### src/sv/spsf_pkg.sv
// Shared types, constants and lookup functions of the stipple pattern stroke finder.
package spsf_pkg;

    localparam int MAX_SIDE_DEF = 16;
    localparam int CFG_W        = 5;
    localparam int HALF_TURN    = 1800;
    localparam int RIGHT_ANGLE  = 900;
    localparam int CORDIC_STEPS = 20;
    localparam int STEP_W       = 5;
    localparam int FRAC_BITS    = 16;
    localparam int COORD_BITS   = 24;
    localparam int VEC_W        = 36;
    localparam int ANG_ACC_W    = 32;
    localparam int ANGLE_W      = 11;
    localparam int SPACING_W    = 5;
    localparam int WALK_W       = 3;
    localparam int LAST_WALKER  = 7;

    // Step codes along x: two's complement -1, 0, +1.
    localparam logic [1:0] DX_ZERO = 2'b00;
    localparam logic [1:0] DX_POS  = 2'b01;
    localparam logic [1:0] DX_NEG  = 2'b11;

    typedef struct packed {
        logic       bottom;   // paths start along the bottom edge, else the left edge
        logic [1:0] dx1;
        logic       dy1;
        logic [1:0] dx2;
        logic       dy2;
    } walker_t;

    typedef enum logic [11:0] {
        ST_LOAD   = 12'b0000_0000_0001,
        ST_WINIT  = 12'b0000_0000_0010,
        ST_SCAN   = 12'b0000_0000_0100,
        ST_DECIDE = 12'b0000_0000_1000,
        ST_DIV    = 12'b0000_0001_0000,
        ST_CSET   = 12'b0000_0010_0000,
        ST_CITER  = 12'b0000_0100_0000,
        ST_CFIN   = 12'b0000_1000_0000,
        ST_ACCEPT = 12'b0001_0000_0000,
        ST_EMITP  = 12'b0010_0000_0000,
        ST_NEXTW  = 12'b0100_0000_0000,
        ST_FINAL  = 12'b1000_0000_0000
    } state_t;

    typedef enum logic [1:0] {
        PH_INIT = 2'd0,
        PH_DIR1 = 2'd1,
        PH_DIR2 = 2'd2
    } phase_t;

    function automatic walker_t walker_dirs(input logic [WALK_W-1:0] k);
        walker_t w;
        unique case (k)
            3'd0:    w = '{1'b0, DX_POS,  1'b0, DX_POS,  1'b1};
            3'd1:    w = '{1'b0, DX_POS,  1'b1, DX_POS,  1'b0};
            3'd2:    w = '{1'b1, DX_POS,  1'b1, DX_ZERO, 1'b1};
            3'd3:    w = '{1'b1, DX_ZERO, 1'b1, DX_POS,  1'b1};
            3'd4:    w = '{1'b1, DX_ZERO, 1'b1, DX_NEG,  1'b1};
            3'd5:    w = '{1'b1, DX_NEG,  1'b1, DX_ZERO, 1'b1};
            3'd6:    w = '{1'b0, DX_NEG,  1'b1, DX_NEG,  1'b0};
            default: w = '{1'b0, DX_NEG,  1'b0, DX_NEG,  1'b1};
        endcase
        return w;
    endfunction

    // atan(2^-i) in tenths of a degree with 16 fraction bits
    function automatic logic signed [ANG_ACC_W-1:0] atan_step(input logic [STEP_W-1:0] i);
        logic signed [ANG_ACC_W-1:0] a;
        unique case (i)
            5'd0:    a = 32'sd29491200;
            5'd1:    a = 32'sd17409672;
            5'd2:    a = 32'sd9198793;
            5'd3:    a = 32'sd4669451;
            5'd4:    a = 32'sd2343786;
            5'd5:    a = 32'sd1173036;
            5'd6:    a = 32'sd586661;
            5'd7:    a = 32'sd293348;
            5'd8:    a = 32'sd146676;
            5'd9:    a = 32'sd73339;
            5'd10:   a = 32'sd36669;
            5'd11:   a = 32'sd18335;
            5'd12:   a = 32'sd9167;
            5'd13:   a = 32'sd4584;
            5'd14:   a = 32'sd2292;
            5'd15:   a = 32'sd1146;
            5'd16:   a = 32'sd573;
            5'd17:   a = 32'sd286;
            5'd18:   a = 32'sd143;
            5'd19:   a = 32'sd72;
            default: a = '0;
        endcase
        return a;
    endfunction

endpackage

### src/sv/stipple_pattern_stroke_finder.sv
// Top level of the stipple pattern stroke finder: bitmap store, walker sequencer, CORDIC.
//
// Usage:
//   s_ channel: one pixel per transfer (s_tdata[0]), s_tlast on the final pixel of a pattern.
//   Pixels arrive top row first; one pixel is taken every cycle while loading.
//   cfg channel: pattern side (1..16); user writes it only while block is idle, unchecked.
//   m_ channel: one transfer per stroke, m_tlast on the last result of a pattern;
//   m_tuser[0] low marks the marker for a pattern with no stroke (angle and spacing zero).
// Processing:
//   After the last pixel each of the eight walkers runs an init scan and up to two
//   scans per step over s steps; each scan issues one store read per path, registers
//   the read data, then decides. A walker that completes all steps then runs the spacing
//   division and, unless its offset is horizontal, the CORDIC (20 iterations plus setup
//   and rounding). The store read port sets the pace.
//   s_tready stays low from the last pixel until the final result is in the output register.
// Reset: side returns to 1, the sequencer returns to loading, pixel count and seen flags
//   clear. The bitmap store is not cleared.
// Stall: a single output register holds a result; while m_tready is low and the register
//   is full the sequencer waits before placing the next result.
module stipple_pattern_stroke_finder
    import spsf_pkg::*;
#(
    parameter int MAX_SIDE = MAX_SIDE_DEF
) (
    input  logic             aclk,
    input  logic             aresetn,
    input  logic             s_tvalid,
    output logic             s_tready,
    input  logic [7:0]       s_tdata,   // [0] pixel_bit, [7:1] zero
    input  logic             s_tlast,   // last_pixel
    output logic             m_tvalid,
    input  logic             m_tready,
    output logic [15:0]      m_tdata,   // [10:0] stroke_angle, [15:11] stroke_spacing
    output logic [0:0]       m_tuser,   // [0] stroke_valid
    output logic             m_tlast,   // last_stroke
    input  logic             cfg_valid,
    output logic             cfg_ready,
    input  logic [CFG_W-1:0] cfg_data   // pattern_side
);

    localparam int SW    = $clog2(MAX_SIDE + 1);
    localparam int CW    = $clog2(MAX_SIDE);
    localparam int DEPTH = MAX_SIDE * MAX_SIDE;
    localparam int AW    = $clog2(DEPTH);
    localparam int PCW   = $clog2(DEPTH + 1);
    localparam int OW    = SW + 1;

    // Bitmap store
    logic mem [DEPTH];
    logic mem_we;
    logic [AW-1:0] rd_addr;
    logic rd_data_reg;

    // Configuration and load state
    logic [CFG_W-1:0] side_cfg_reg, side_cfg_next;
    logic [SW-1:0]    s_used;
    logic [CW-1:0]    s_last_idx;
    logic [PCW-1:0]   s_sq;
    logic [PCW-1:0]   pix_cnt_reg, pix_cnt_next;
    logic             seen_one_reg, seen_one_next, seen_zero_reg, seen_zero_next;
    logic             in_xfer, one_now, zero_now;

    // Sequencer
    state_t           state_reg, state_next;
    phase_t           phase_reg, phase_next;
    logic [WALK_W-1:0] walker_reg, walker_next;
    walker_t          wd;
    logic [CW-1:0]    step_reg, step_next;
    logic [CW-1:0]    iss_reg, iss_next;
    logic             iss_done_reg, iss_done_next;
    logic             cap_vld_reg, cap_vld_next;
    logic [CW-1:0]    cap_idx_reg, cap_idx_next;
    logic [MAX_SIDE-1:0] active_reg, active_next, na_reg, na_next;
    logic [SW-1:0]    cnt_reg, cnt_next;
    logic             cap_bit;

    // Walker position: wrapped offset and plain offset of path 0
    logic [CW-1:0]    wx_reg, wx_next, wy_reg, wy_next;
    logic signed [OW-1:0] ox_reg, ox_next, oy_reg, oy_next;
    logic [1:0]       ph_dx;
    logic             ph_dy;
    logic [CW-1:0]    cand_wx, cand_wy, lane_wrap, cx, cy, row;
    logic [CW:0]      lane_sum;

    // Spacing division
    logic signed [OW-1:0] rem_reg, rem_next, rem_diff;
    logic [SW-1:0]    q_reg, q_next;

    // CORDIC
    logic signed [VEC_W-1:0] vx_reg, vx_next, vy_reg, vy_next;
    logic signed [VEC_W-1:0] xsh, ymag, ysh;
    logic signed [ANG_ACC_W-1:0] z_reg, z_next, zc, zr;
    logic [STEP_W-1:0] it_reg, it_next;
    logic signed [OW-1:0] cx_in, cy_in;
    logic [ANGLE_W-1:0] ang_reg, ang_next;

    // Stroke bookkeeping
    logic [ANGLE_W-1:0]   pend_ang_reg, pend_ang_next, first_reg, first_next;
    logic [ANGLE_W-1:0]   prev_reg, prev_next;
    logic [SPACING_W-1:0] pend_spc_reg, pend_spc_next;
    logic                 have_reg, have_next, accept_ok;

    // Output register
    logic                 out_vld_reg, out_vld_next, out_free;
    logic [ANGLE_W-1:0]   out_ang_reg, out_ang_next;
    logic [SPACING_W-1:0] out_spc_reg, out_spc_next;
    logic                 out_user_reg, out_user_next, out_last_reg, out_last_next;

    assign s_tready  = (state_reg == ST_LOAD);
    assign cfg_ready = 1'b1;
    assign m_tvalid  = out_vld_reg;
    assign m_tdata   = {out_spc_reg, out_ang_reg};
    assign m_tuser   = out_user_reg;
    assign m_tlast   = out_last_reg;

    // Clamp the side register into 1..MAX_SIDE
    always_comb begin
        if (side_cfg_reg == '0) begin
            s_used = SW'(1);
        end else if (int'(side_cfg_reg) > MAX_SIDE) begin
            s_used = SW'(MAX_SIDE);
        end else begin
            s_used = SW'(side_cfg_reg);
        end
    end
    assign s_last_idx = CW'(s_used - SW'(1));
    assign s_sq       = PCW'(PCW'(s_used) * PCW'(s_used));

    assign in_xfer  = s_tvalid && s_tready;
    assign one_now  = seen_one_reg | s_tdata[0];
    assign zero_now = seen_zero_reg | ~s_tdata[0];
    assign mem_we   = in_xfer && (pix_cnt_reg < s_sq);

    // Direction of the current scan
    assign wd = walker_dirs(walker_reg);
    always_comb begin
        unique case (phase_reg)
            PH_DIR1: begin
                ph_dx = wd.dx1;
                ph_dy = wd.dy1;
            end
            PH_DIR2: begin
                ph_dx = wd.dx2;
                ph_dy = wd.dy2;
            end
            default: begin
                ph_dx = DX_ZERO;
                ph_dy = 1'b0;
            end
        endcase
    end

    // Candidate wrapped offset and store address of path iss_reg
    always_comb begin
        unique case (ph_dx)
            DX_POS:  cand_wx = (wx_reg == s_last_idx) ? '0 : wx_reg + CW'(1);
            DX_NEG:  cand_wx = (wx_reg == '0) ? s_last_idx : wx_reg - CW'(1);
            default: cand_wx = wx_reg;
        endcase
        if (ph_dy) begin
            cand_wy = (wy_reg == s_last_idx) ? '0 : wy_reg + CW'(1);
        end else begin
            cand_wy = wy_reg;
        end
        lane_sum  = {1'b0, (wd.bottom ? cand_wx : cand_wy)} + {1'b0, iss_reg};
        lane_wrap = (lane_sum >= (CW+1)'(s_used)) ? CW'(lane_sum - (CW+1)'(s_used))
                                                  : CW'(lane_sum);
        cx        = wd.bottom ? lane_wrap : cand_wx;
        cy        = wd.bottom ? cand_wy : lane_wrap;
        row       = s_last_idx - cy;
        rd_addr   = AW'(AW'(row) * AW'(s_used) + AW'(cx));
    end

    always_ff @(posedge aclk) begin
        if (mem_we) begin
            mem[pix_cnt_reg[AW-1:0]] <= s_tdata[0];
        end
        rd_data_reg <= mem[rd_addr];
    end

    // CORDIC datapath: shifted x, magnitude shift for the negative y branch, angle clamp and rounding
    always_comb begin
        xsh  = vx_reg >>> it_reg;
        ymag = (vy_reg < 0) ? -vy_reg : vy_reg;
        ysh  = (vy_reg < 0) ? -(ymag >>> it_reg) : (ymag >>> it_reg);
        zc   = z_reg;
        if (z_reg < 0) begin
            zc = '0;
        end else if (z_reg > (ANG_ACC_W'(HALF_TURN) <<< FRAC_BITS)) begin
            zc = ANG_ACC_W'(HALF_TURN) <<< FRAC_BITS;
        end
        zr = zc + (ANG_ACC_W'(1) <<< (FRAC_BITS - 1));
    end

    assign rem_diff  = rem_reg - $signed({1'b0, cnt_reg});
    assign cap_bit   = rd_data_reg & ((phase_reg == PH_INIT) | active_reg[cap_idx_reg]);
    assign out_free  = !out_vld_reg || m_tready;
    assign accept_ok = !have_reg || ((ang_reg != prev_reg) &&
                       ({1'b0, ang_reg} != ({1'b0, first_reg} + 12'(HALF_TURN))));

    always_comb begin
        side_cfg_next  = side_cfg_reg;
        state_next     = state_reg;
        phase_next     = phase_reg;
        walker_next    = walker_reg;
        step_next      = step_reg;
        iss_next       = iss_reg;
        iss_done_next  = iss_done_reg;
        cap_vld_next   = 1'b0;
        cap_idx_next   = cap_idx_reg;
        active_next    = active_reg;
        na_next        = na_reg;
        cnt_next       = cnt_reg;
        wx_next        = wx_reg;
        wy_next        = wy_reg;
        ox_next        = ox_reg;
        oy_next        = oy_reg;
        rem_next       = rem_reg;
        q_next         = q_reg;
        vx_next        = vx_reg;
        vy_next        = vy_reg;
        z_next         = z_reg;
        it_next        = it_reg;
        ang_next       = ang_reg;
        pend_ang_next  = pend_ang_reg;
        pend_spc_next  = pend_spc_reg;
        first_next     = first_reg;
        prev_next      = prev_reg;
        have_next      = have_reg;
        pix_cnt_next   = pix_cnt_reg;
        seen_one_next  = seen_one_reg;
        seen_zero_next = seen_zero_reg;
        out_vld_next   = m_tready ? 1'b0 : out_vld_reg;
        out_ang_next   = out_ang_reg;
        out_spc_next   = out_spc_reg;
        out_user_next  = out_user_reg;
        out_last_next  = out_last_reg;
        cx_in          = ox_reg;
        cy_in          = oy_reg;

        if (cfg_valid) begin
            side_cfg_next = cfg_data;
        end

        unique case (state_reg)
            ST_LOAD: begin
                if (in_xfer) begin
                    if (pix_cnt_reg < PCW'(DEPTH)) begin
                        pix_cnt_next = pix_cnt_reg + PCW'(1);
                    end
                    seen_one_next  = one_now;
                    seen_zero_next = zero_now;
                    if (s_tlast) begin
                        pix_cnt_next   = '0;
                        seen_one_next  = 1'b0;
                        seen_zero_next = 1'b0;
                        if (!one_now) begin
                            have_next  = 1'b0;
                            state_next = ST_FINAL;
                        end else if (!zero_now) begin
                            // solid pattern: one stroke, angle 0, spacing 1
                            pend_ang_next = '0;
                            pend_spc_next = SPACING_W'(1);
                            have_next     = 1'b1;
                            state_next    = ST_FINAL;
                        end else begin
                            have_next   = 1'b0;
                            walker_next = '0;
                            state_next  = ST_WINIT;
                        end
                    end
                end
            end
            ST_WINIT: begin
                wx_next       = '0;
                wy_next       = '0;
                ox_next       = '0;
                oy_next       = '0;
                step_next     = '0;
                phase_next    = PH_INIT;
                iss_next      = '0;
                iss_done_next = 1'b0;
                cnt_next      = '0;
                na_next       = '0;
                state_next    = ST_SCAN;
            end
            ST_SCAN: begin
                // issue one path read a cycle, fold in the registered read data
                if (!iss_done_reg) begin
                    cap_vld_next = 1'b1;
                    cap_idx_next = iss_reg;
                    if (iss_reg == s_last_idx) begin
                        iss_done_next = 1'b1;
                    end else begin
                        iss_next = iss_reg + CW'(1);
                    end
                end
                if (cap_vld_reg) begin
                    na_next[cap_idx_reg] = cap_bit;
                    cnt_next = cnt_reg + SW'(cap_bit);
                end
                if (iss_done_reg && !cap_vld_reg) begin
                    state_next = ST_DECIDE;
                end
            end
            ST_DECIDE: begin
                iss_next      = '0;
                iss_done_next = 1'b0;
                cnt_next      = '0;
                na_next       = '0;
                if (phase_reg == PH_INIT) begin
                    active_next = na_reg;
                    phase_next  = PH_DIR1;
                    state_next  = ST_SCAN;
                end else if (cnt_reg != '0) begin
                    // commit the step: all paths move by the same offset
                    active_next = na_reg;
                    wx_next     = cand_wx;
                    wy_next     = cand_wy;
                    ox_next     = ox_reg + {{(OW-2){ph_dx[1]}}, ph_dx};
                    oy_next     = oy_reg + {{(OW-1){1'b0}}, ph_dy};
                    if (step_reg == s_last_idx) begin
                        cnt_next   = cnt_reg;
                        rem_next   = $signed({1'b0, s_used});
                        q_next     = '0;
                        state_next = ST_DIV;
                    end else begin
                        step_next  = step_reg + CW'(1);
                        phase_next = PH_DIR1;
                        state_next = ST_SCAN;
                    end
                end else if (phase_reg == PH_DIR1) begin
                    phase_next = PH_DIR2;
                    state_next = ST_SCAN;
                end else begin
                    state_next = ST_NEXTW;
                end
            end
            ST_DIV: begin
                // ceil(side / survivors) by repeated subtraction
                q_next   = q_reg + SW'(1);
                rem_next = rem_diff;
                if (rem_diff <= 0) begin
                    state_next = ST_CSET;
                end
            end
            ST_CSET: begin
                if (oy_reg == '0) begin
                    ang_next   = (ox_reg < 0) ? ANGLE_W'(HALF_TURN) : '0;
                    state_next = ST_ACCEPT;
                end else begin
                    z_next = '0;
                    if (ox_reg <= 0) begin
                        cx_in  = oy_reg;
                        cy_in  = -ox_reg;
                        z_next = ANG_ACC_W'(RIGHT_ANGLE) <<< FRAC_BITS;
                    end
                    vx_next    = {{(VEC_W-OW){cx_in[OW-1]}}, cx_in} <<< COORD_BITS;
                    vy_next    = {{(VEC_W-OW){cy_in[OW-1]}}, cy_in} <<< COORD_BITS;
                    it_next    = '0;
                    state_next = ST_CITER;
                end
            end
            ST_CITER: begin
                if (vy_reg >= 0) begin
                    vx_next = vx_reg + ysh;
                    vy_next = vy_reg - xsh;
                    z_next  = z_reg + atan_step(it_reg);
                end else begin
                    vx_next = vx_reg - ysh;
                    vy_next = vy_reg + xsh;
                    z_next  = z_reg - atan_step(it_reg);
                end
                if (it_reg == STEP_W'(CORDIC_STEPS - 1)) begin
                    state_next = ST_CFIN;
                end else begin
                    it_next = it_reg + STEP_W'(1);
                end
            end
            ST_CFIN: begin
                // clamp to a half turn, round half up
                ang_next   = zr[FRAC_BITS+ANGLE_W-1:FRAC_BITS];
                state_next = ST_ACCEPT;
            end
            ST_ACCEPT: begin
                if (!accept_ok) begin
                    state_next = ST_NEXTW;
                end else begin
                    prev_next = ang_reg;
                    if (!have_reg) begin
                        first_next    = ang_reg;
                        have_next     = 1'b1;
                        pend_ang_next = ang_reg;
                        pend_spc_next = SPACING_W'(q_reg);
                        state_next    = ST_NEXTW;
                    end else begin
                        state_next = ST_EMITP;
                    end
                end
            end
            ST_EMITP: begin
                // release the held stroke, hold the new one until we know if it is last
                if (out_free) begin
                    out_vld_next  = 1'b1;
                    out_ang_next  = pend_ang_reg;
                    out_spc_next  = pend_spc_reg;
                    out_user_next = 1'b1;
                    out_last_next = 1'b0;
                    pend_ang_next = ang_reg;
                    pend_spc_next = SPACING_W'(q_reg);
                    state_next    = ST_NEXTW;
                end
            end
            ST_NEXTW: begin
                if (walker_reg == WALK_W'(LAST_WALKER)) begin
                    state_next = ST_FINAL;
                end else begin
                    walker_next = walker_reg + WALK_W'(1);
                    state_next  = ST_WINIT;
                end
            end
            ST_FINAL: begin
                if (out_free) begin
                    out_vld_next  = 1'b1;
                    out_last_next = 1'b1;
                    out_user_next = have_reg;
                    out_ang_next  = have_reg ? pend_ang_reg : '0;
                    out_spc_next  = have_reg ? pend_spc_reg : '0;
                    have_next     = 1'b0;
                    state_next    = ST_LOAD;
                end
            end
            default: begin
                state_next = ST_LOAD;
            end
        endcase
    end

    always_ff @(posedge aclk) begin
        if (!aresetn) begin
            side_cfg_reg  <= CFG_W'(1);
            state_reg     <= ST_LOAD;
            phase_reg     <= PH_INIT;
            walker_reg    <= '0;
            step_reg      <= '0;
            iss_reg       <= '0;
            iss_done_reg  <= 1'b0;
            cap_vld_reg   <= 1'b0;
            cnt_reg       <= '0;
            it_reg        <= '0;
            have_reg      <= 1'b0;
            first_reg     <= '0;
            prev_reg      <= '0;
            pix_cnt_reg   <= '0;
            seen_one_reg  <= 1'b0;
            seen_zero_reg <= 1'b0;
            out_vld_reg   <= 1'b0;
        end else begin
            side_cfg_reg  <= side_cfg_next;
            state_reg     <= state_next;
            phase_reg     <= phase_next;
            walker_reg    <= walker_next;
            step_reg      <= step_next;
            iss_reg       <= iss_next;
            iss_done_reg  <= iss_done_next;
            cap_vld_reg   <= cap_vld_next;
            cnt_reg       <= cnt_next;
            it_reg        <= it_next;
            have_reg      <= have_next;
            first_reg     <= first_next;
            prev_reg      <= prev_next;
            pix_cnt_reg   <= pix_cnt_next;
            seen_one_reg  <= seen_one_next;
            seen_zero_reg <= seen_zero_next;
            out_vld_reg   <= out_vld_next;
        end
        cap_idx_reg  <= cap_idx_next;
        active_reg   <= active_next;
        na_reg       <= na_next;
        wx_reg       <= wx_next;
        wy_reg       <= wy_next;
        ox_reg       <= ox_next;
        oy_reg       <= oy_next;
        rem_reg      <= rem_next;
        q_reg        <= q_next;
        vx_reg       <= vx_next;
        vy_reg       <= vy_next;
        z_reg        <= z_next;
        ang_reg      <= ang_next;
        pend_ang_reg <= pend_ang_next;
        pend_spc_reg <= pend_spc_next;
        out_ang_reg  <= out_ang_next;
        out_spc_reg  <= out_spc_next;
        out_user_reg <= out_user_next;
        out_last_reg <= out_last_next;
    end

`ifndef SYNTH
    a_marker_alone: assert property (@(posedge aclk) disable iff (!aresetn)
        m_tvalid && !m_tuser[0] |-> m_tlast && (m_tdata == '0))
        else $error("empty marker carries data or is not last");

    a_count_bound: assert property (@(posedge aclk) disable iff (!aresetn)
        (state_reg == ST_DECIDE) |-> (cnt_reg <= s_used))
        else $error("survivor count exceeds pattern side");

    a_busy_after_last: assert property (@(posedge aclk) disable iff (!aresetn)
        s_tvalid && s_tready && s_tlast |=> !s_tready)
        else $error("input taken right after the last pixel");

    a_cordic_x_pos: assert property (@(posedge aclk) disable iff (!aresetn)
        (state_reg == ST_CITER) |-> (vx_reg > 0))
        else $error("CORDIC x left the right half plane");
`endif

endmodule
### config.mk
export PLATFORM = sky130hd
export DESIGN_NAME = stipple_pattern_stroke_finder
export DESIGN_NICKNAME = d
export VERILOG_FILES = /design/src/sv/spsf_pkg.sv /design/src/sv/stipple_pattern_stroke_finder.sv
export SDC_FILE = /design/constraint.sdc
export NUM_CORES = 2
export LEC_CHECK = 0
export ABC_AREA = 1
export BUFFER_PORTS_ARGS = -buffer_cell sky130_fd_sc_hd__buf_2
export CAP_MARGIN = 20
export CELL_PAD_IN_SITES_DETAIL_PLACEMENT = 0
export CELL_PAD_IN_SITES_GLOBAL_PLACEMENT = 1
export CORE_UTILIZATION = 30
export DETAILED_ROUTE_END_ITERATION = 7
export PLACE_DENSITY_LB_ADDON = 0.1
export SYNTH_ARGS = -nofsm -noshare
export SYNTH_HDL_FRONTEND = slang
export SYNTH_SLANG_ARGS = --single-unit
### constraint.sdc
create_clock -name aclk -period 12.7 [get_ports aclk]
set_input_delay 0.635 -clock aclk [delete_from_list [all_inputs] [get_ports aclk]]
set_output_delay 0.635 -clock aclk [all_outputs]
set_load 0.01 [all_outputs]
After elaboration in Yosys (flattened, before gate mapping) --
Memory sizes are Yosys's and may differ from the RTL's. A register that Yosys moved wholly into a read port is not among the register bits. Index checks and enable logic that the tools add are counted.
Word-level totals: word-level logic and storage cells 361, flip-flop bits (word level) 293, memory bits (writable) 256, memories 3, output and inout bits 21, input bits 19, ROM bits 1600
Cells by class: $add $sub $neg 29, magnitude comparators 13, shifts and indexed selects 2, reduce and logical (&&, ||, !) cells 52, multiply operators 2, bitwise operators 7, muxes and demuxes 162, equal/unequal tests 55
Memories:
- (name not given) | depth 32, width 25, rd ports 1, clocked after memory_dff 1, wr ports 0, RTL line spsf_pkg.sv:71 | unique case (i)
- (name not given) | depth 32, width 25, rd ports 1, clocked after memory_dff 1, wr ports 0, RTL line spsf_pkg.sv:71
- mem | depth 256, width 1, rd ports 1, clocked after memory_dff 1, wr ports 1, RTL line stipple_pattern_stroke_finder.sv:49 | logic mem [DEPTH];
Operators with widths (number):
- 2-to-1 mux 36 bit | 6
- 2-to-1 mux 32 bit | 6
- 2-to-1 mux 11 bit | 15
- 2-to-1 mux 12 bit | 12
- one-hot mux 12 bit (12 select lines) | 1
- one-hot mux 36 bit (2 select lines) | 2
- 2-to-1 mux 5 bit | 26
- adder 36 bit | 2
- negator 36 bit | 2
- >>> shifter 36 x 5 -> 36 bit | 2
- subtractor 36 bit | 2
- 2-to-1 mux 4 bit | 17
- one-hot mux 32 bit (2 select lines) | 1
- 2-to-1 mux 27 bit | 2
- 2-to-1 mux 6 bit | 9
- one-hot mux 7 bit (7 select lines) | 1
- 2-to-1 mux 16 bit | 3
- one-hot mux 11 bit (2 select lines) | 2
- one-hot mux 4 bit (2 select lines) | 5
- != test 2 bit, second input constant | 19
- greater-or-equal comparator 36 x 1 -> 1 bit, second input constant | 1
- less-than comparator 36 x 1 -> 1 bit, second input constant | 1
- one-hot mux 6 bit (2 select lines) | 3
- one-hot mux 11 bit (3 select lines) | 1
- other kinds (89) | 181

Longest topological paths before layout --
word-level depth 15, gate-level depth with buffers 55, mapped depth without buffers 55

Least setup slack after synthesis --
No wires, ideal clock.
path type flip-flop to flip-flop, from register side_cfg_reg[4], to register rd_data_reg, read port of mem, path buffers 5, data required time 12.613 ns, stages on the path, launching flop included 49, path slack 3.642 ns, setup time 0.087 ns, arrival time 8.971 ns, period minus slack after synthesis 9.058 ns, cell sequence dfxtp_1 -> clkbuf_1 -> inv_1 -> o21ai_0 -> clkbuf_1 -> ha_1 -> clkbuf_1 -> xor2_1 -> o21ai_0 -> a21oi_1 -> nand4_1 -> nand3_1 -> o211ai_1 -> o21ai_0 -> o21ai_0 -> ha_1 -> inv_1 -> fa_1 -> [13 not listed] -> xor2_1 -> inv_1 -> nor2_1 -> fa_1 -> fa_1 -> inv_1 -> fa_1 -> inv_1 -> ha_1 -> xor2_1 -> clkbuf_1 -> buf_1 -> a31oi_1 -> a21oi_1 -> a311oi_1 -> a31oi_1 -> nand2_1 -> o31ai_1
On the way: longest elaborated chain between the ends 15, elaborated cells on any way between the ends 22, those cells by class add/sub (5); mul (1); order compare (2); eq/ne (2); mux (11); reduce/logical (1)
RTL lines:
- start, declared | RTL line stipple_pattern_stroke_finder.sv:55 | logic [CFG_W-1:0] side_cfg_reg, side_cfg_next;
- start signal, assigned | RTL line stipple_pattern_stroke_finder.sv:459 | side_cfg_reg <= side_cfg_next;
- greater-than comparator 5 bit | RTL line stipple_pattern_stroke_finder.sv:120 | end else if (int'(side_cfg_reg) > MAX_SIDE) begin
- 2-to-1 mux 5 bit | RTL line stipple_pattern_stroke_finder.sv:120
- 2-to-1 mux 5 bit (*) | RTL line stipple_pattern_stroke_finder.sv:118 | if (side_cfg_reg == '0) begin
- subtractor 4 x 1 -> 4 bit | RTL line stipple_pattern_stroke_finder.sv:126 | assign s_last_idx = CW'(s_used - SW'(1));
- equality test 4 bit, on equally long branches | RTL line stipple_pattern_stroke_finder.sv:156, stipple_pattern_stroke_finder.sv:161
- 2-to-1 mux 4 bit, on equally long branches | RTL line stipple_pattern_stroke_finder.sv:156, stipple_pattern_stroke_finder.sv:161
- one-hot mux 4 bit (2 select lines) or 2-to-1 mux 4 bit (tied branches) | RTL line stipple_pattern_stroke_finder.sv:155, stipple_pattern_stroke_finder.sv:160
- 2-to-1 mux 4 bit | RTL line stipple_pattern_stroke_finder.sv:165 | lane_sum = {1'b0, (wd.bottom ? cand_wx : cand_wy)} + {1'b0, iss_reg};
- adder 4 x 4 -> 5 bit | RTL line stipple_pattern_stroke_finder.sv:165
- subtractor 4 bit or greater-or-equal comparator 5 bit (tied branches) | RTL line stipple_pattern_stroke_finder.sv:166 | lane_wrap = (lane_sum >= (CW+1)'(s_used)) ? CW'(lane_sum - (CW+1)'(s_used))
- 2-to-1 mux 4 bit | RTL line stipple_pattern_stroke_finder.sv:166
- 2-to-1 mux 4 bit | RTL line stipple_pattern_stroke_finder.sv:169 | cy = wd.bottom ? cand_wy : lane_wrap;
- subtractor 4 bit | RTL line stipple_pattern_stroke_finder.sv:170 | row = s_last_idx - cy;
- multiplier 4 x 5 -> 8 bit | RTL line stipple_pattern_stroke_finder.sv:171 | rd_addr = AW'(AW'(row) * AW'(s_used) + AW'(cx));
- adder 8 x 4 -> 8 bit (*) | RTL line stipple_pattern_stroke_finder.sv:171
- end, declared | RTL line stipple_pattern_stroke_finder.sv:52 | logic rd_data_reg;
Mark *: on every way between the ends. The rest lies on a longest branch, timed or not. A chain may end at the register's enable or synchronous reset.

Final worst setup path --
Same ends and word-level chain as after synthesis.

==> flow_summary.ini <==
[sta]
slew_headroom = 0.256
final-max-slew-violation-count = 0
setup_viol = 0
rsz0062_at_grt = false
period_minus_slack_ps = 10970
finalHoldViolCount = 0
setup_tns_ps = 0
fin_crit_sh = 0.864
fmax_mhz = 91.2
worst_pin_slew_ps = 1110
fin_worst_skew_ps = 47.5

[critical_path]
cp_max_fo = 11
cp_data_arrival_time_ps = 11580
path_class = register to register
cp-end-kind = register
crit_required_ps = 13310
crit_path_frequent_cell = inv_1
cpMaxStageDelayCell = dfxtp_1
slowest_delay_ps = 560
start_kind = register

[power_and_ir_drop]
power.total_w = 0.0135
p_clk_frac = 0.162
power.density_nw_per_um2 = 297
power.leakage_nw = 19.2
p_sw_w = 0.00726
irDropWorstVdd_mv = 0.701
power_frac_seq = 0.159
switching_share = 0.537
pwr-share-comb = 0.679
p_int_w = 0.00627

[floorplan]
die-area_um2 = 138000
io_pins = 40
die_height_um = 372
start_util = 0.303
coreArea_um2 = 136000
row_count = 135
die_w_um = 372

[final_layout]
final_nets = 5506
drive_gt1_frac = 0.0649
fin_area_um2 = 45600
syn_to_final_growth_pct = 10.9
fin_cells = 7111
largest_register_ffs = 256

[yosys]
synth_largest_area_cell = edfxtp_1
syn_area_per_cell_um2 = 7.72
synth-seq-cells = 575
syn_area_um2 = 41100
yosysWarnings = 0
synth_edf_count = 472
synthArstFlopShare = 0
synthCells = 5321
synth_flop_cell = edfxtp_1
yosys.area.top_type_share = 0.345
synth_seq_area_share = 0.395
yosysUniqueCellTypes = 72
synthTopCellsByArea = edfxtp_1 34%, nand2_1 9.2%, nor2_1 7.0%

[place]
placed_area_um2 = 43000
port_buffers = 31
hpwl_mm = 98.6
finalWeightedCongestion = 0.833
place_inst = 6970

[cts]
cts_resized = 0
clk_latency_ps = 710
clock-sinks = 575
cts_max_path_buffers = 3
htreeDepth = 3
root_buffer = clkbuf_16
cts_made_buffers = 76
cts_setup_buffers = 0
cts_hold_buf = 0
cts_tree = yes
cts.reportedPaths.clkPinSlew_ps = 60

[grt]
use_met3 = 0.0236
grt_pass1_vias = 35200
use_met1 = 0.274
antenna_found_initial = 1
met2_usage = 0.324
top_usage_layer = met2
grt_overflow_total = 0
grtUsageTotal = 0.198
grt_start_max_net_pins = 108
grt_pass1_wl_mm = 212

[detailed_routing]
vias = 35600
drc = 0
wl_per_cell_um = 19.4
via_per_inst = 5.01
drtPass1Iterations = 7
drt-total-wl_mm = 138
ant_nets = 0
drt_iter0_markers = 2284

[min_path]
hold_class = input port to register

[run]
maxCapViolations = 0

[outcome]
status = finished, final reports clean
## per-layer routing
metal  vias up  wire, um
li1      18000         -
met1     16900     66200
met2       529     63300
met3       147      4710
met4         0      3420
met5         -         0
## area by class of cell
cell class,count,area [um^2]
multi-input combinational,4019,22100
clock inverter,42,500
fill,14500,90100
antenna,1,2.50
inverter,508,1910
tap,1781,2230
timing repair buffer,87,582
sequential,575,16200
clock buffer,98,2010
## placed cells by master (no fill, tap or decap), types with 26 or more instances in the layout
cell type,count
nand2_1,1012
nor2_1,765
inv_1,485
edfxtp_1,472
nand3_1,470
o21ai_0,381
a21oi_1,333
ha_1,199
xor2_1,125
dfxtp_1,98
mux2i_1,89
clkbuf_16,76
nor3_1,65
xnor2_1,60
buf_4,56
o221ai_1,55
o21a_1,41
o21ai_1,39
nand4_1,36
buf_2,30
nand2_2,29
nor2_2,27
o211ai_1,26
## critical path: cells and delay by family, from the launching register on
family / cells / cell delay [ps]
mux: 1 / 310
simple gates: 12 / 2060
compound gates: 14 / 2560
buf+inv: 9 / 1640
fa+ha+maj: 8 / 3050
xor+xnor: 3 / 690
flops: 1 / 560
## power by group through the flow
stage | combinational (W) | sequential (W) | clock [W]
2_1_floorplan | 0.00614 | 0.00218 | 0
3_3_place_gp | 0.00918 | 0.00219 | 0
5_1_grt | 0.0101 | 0.00216 | 0.00233
4_1_cts | 0.00924 | 0.00215 | 0.00227
6_report | 0.00919 | 0.00215 | 0.00219
3_5_place_dp | 0.00921 | 0.00219 | 0
## cell families (layout without fill, tap and decap cells)
| family | count (synthesis) | after routing | share of synthesized area |
|---|---|---|---|
| simple gates | 2506 | 2506 | 0.262 |
| compound gates | 1012 | 1012 | 0.141 |
| buf+inv | 729 | 735 | 0.0693 |
| flops | 575 | 575 | 0.395 |
| fa+ha+maj | 220 | 220 | 0.0704 |
| xor+xnor | 187 | 187 | 0.0400 |
| mux | 90 | 90 | 0.0219 |
| other cells | 2 | 5 | 0.000183 |
## stage by stage
step / util / hold WS, ps / worst slack (ps)
2_1_floorplan: - / 421 / 3640
3_3_place_gp: 0.317 / 426 / 1790
3_5_place_dp: 0.317 / 430 / 1790
4_1_cts: 0.336 / 104 / 1730
5_1_grt: 0.336 / 154 / 781
6_report: 0.336 / 161 / 1730
## cells in the mapped netlist, types with 5 or more instances
library cell  number
nand3_2           15
buf_1             34
nand3b_1           9
o21a_1            42
a21o_1            13
or2_1              5
clkbuf_1         127
nand2_2           29
inv_1            489
fa_1              19
o211ai_1          26
nor2_4             9
o21ai_1           38
o32ai_1           14
nand3_1          470
edfxtp_1         472
buf_2             47
a21oi_1          334
nor2_1           767
o21bai_1           7
nor3_1            65
o22ai_1            7
dfxtp_1          103
nor2_2            26
or2_2             23
o221ai_1          55
mux2i_1           89
a31oi_1           22
a211oi_1          18
buf_4             12
inv_2             13
nor4_1            14
a21boi_1           5
xnor2_1           60
nand2_1         1012
ha_1             201
o31ai_1           14
xor2_1           126
a21boi_0           7
o21ai_0          383
nand4_1           36
nor3b_1            7
clkinv_1           6
## path summary, 6_finish.rpt
kind | cells past startpoint | slack [ps] | startpoint | to
worst max register to register | 47 | 1730 | side_cfg_reg[4] | rd_data_reg
worst min-delay path | 3 | 160 | cfg_data[0] | side_cfg_reg[0]
worst min register to register | 0 | 450 | na_reg[15] | active_reg[15]
worst max-delay path | 47 | 1730 | side_cfg_reg[4] | rd_data_reg
Power figures use the tool's default switching activity.
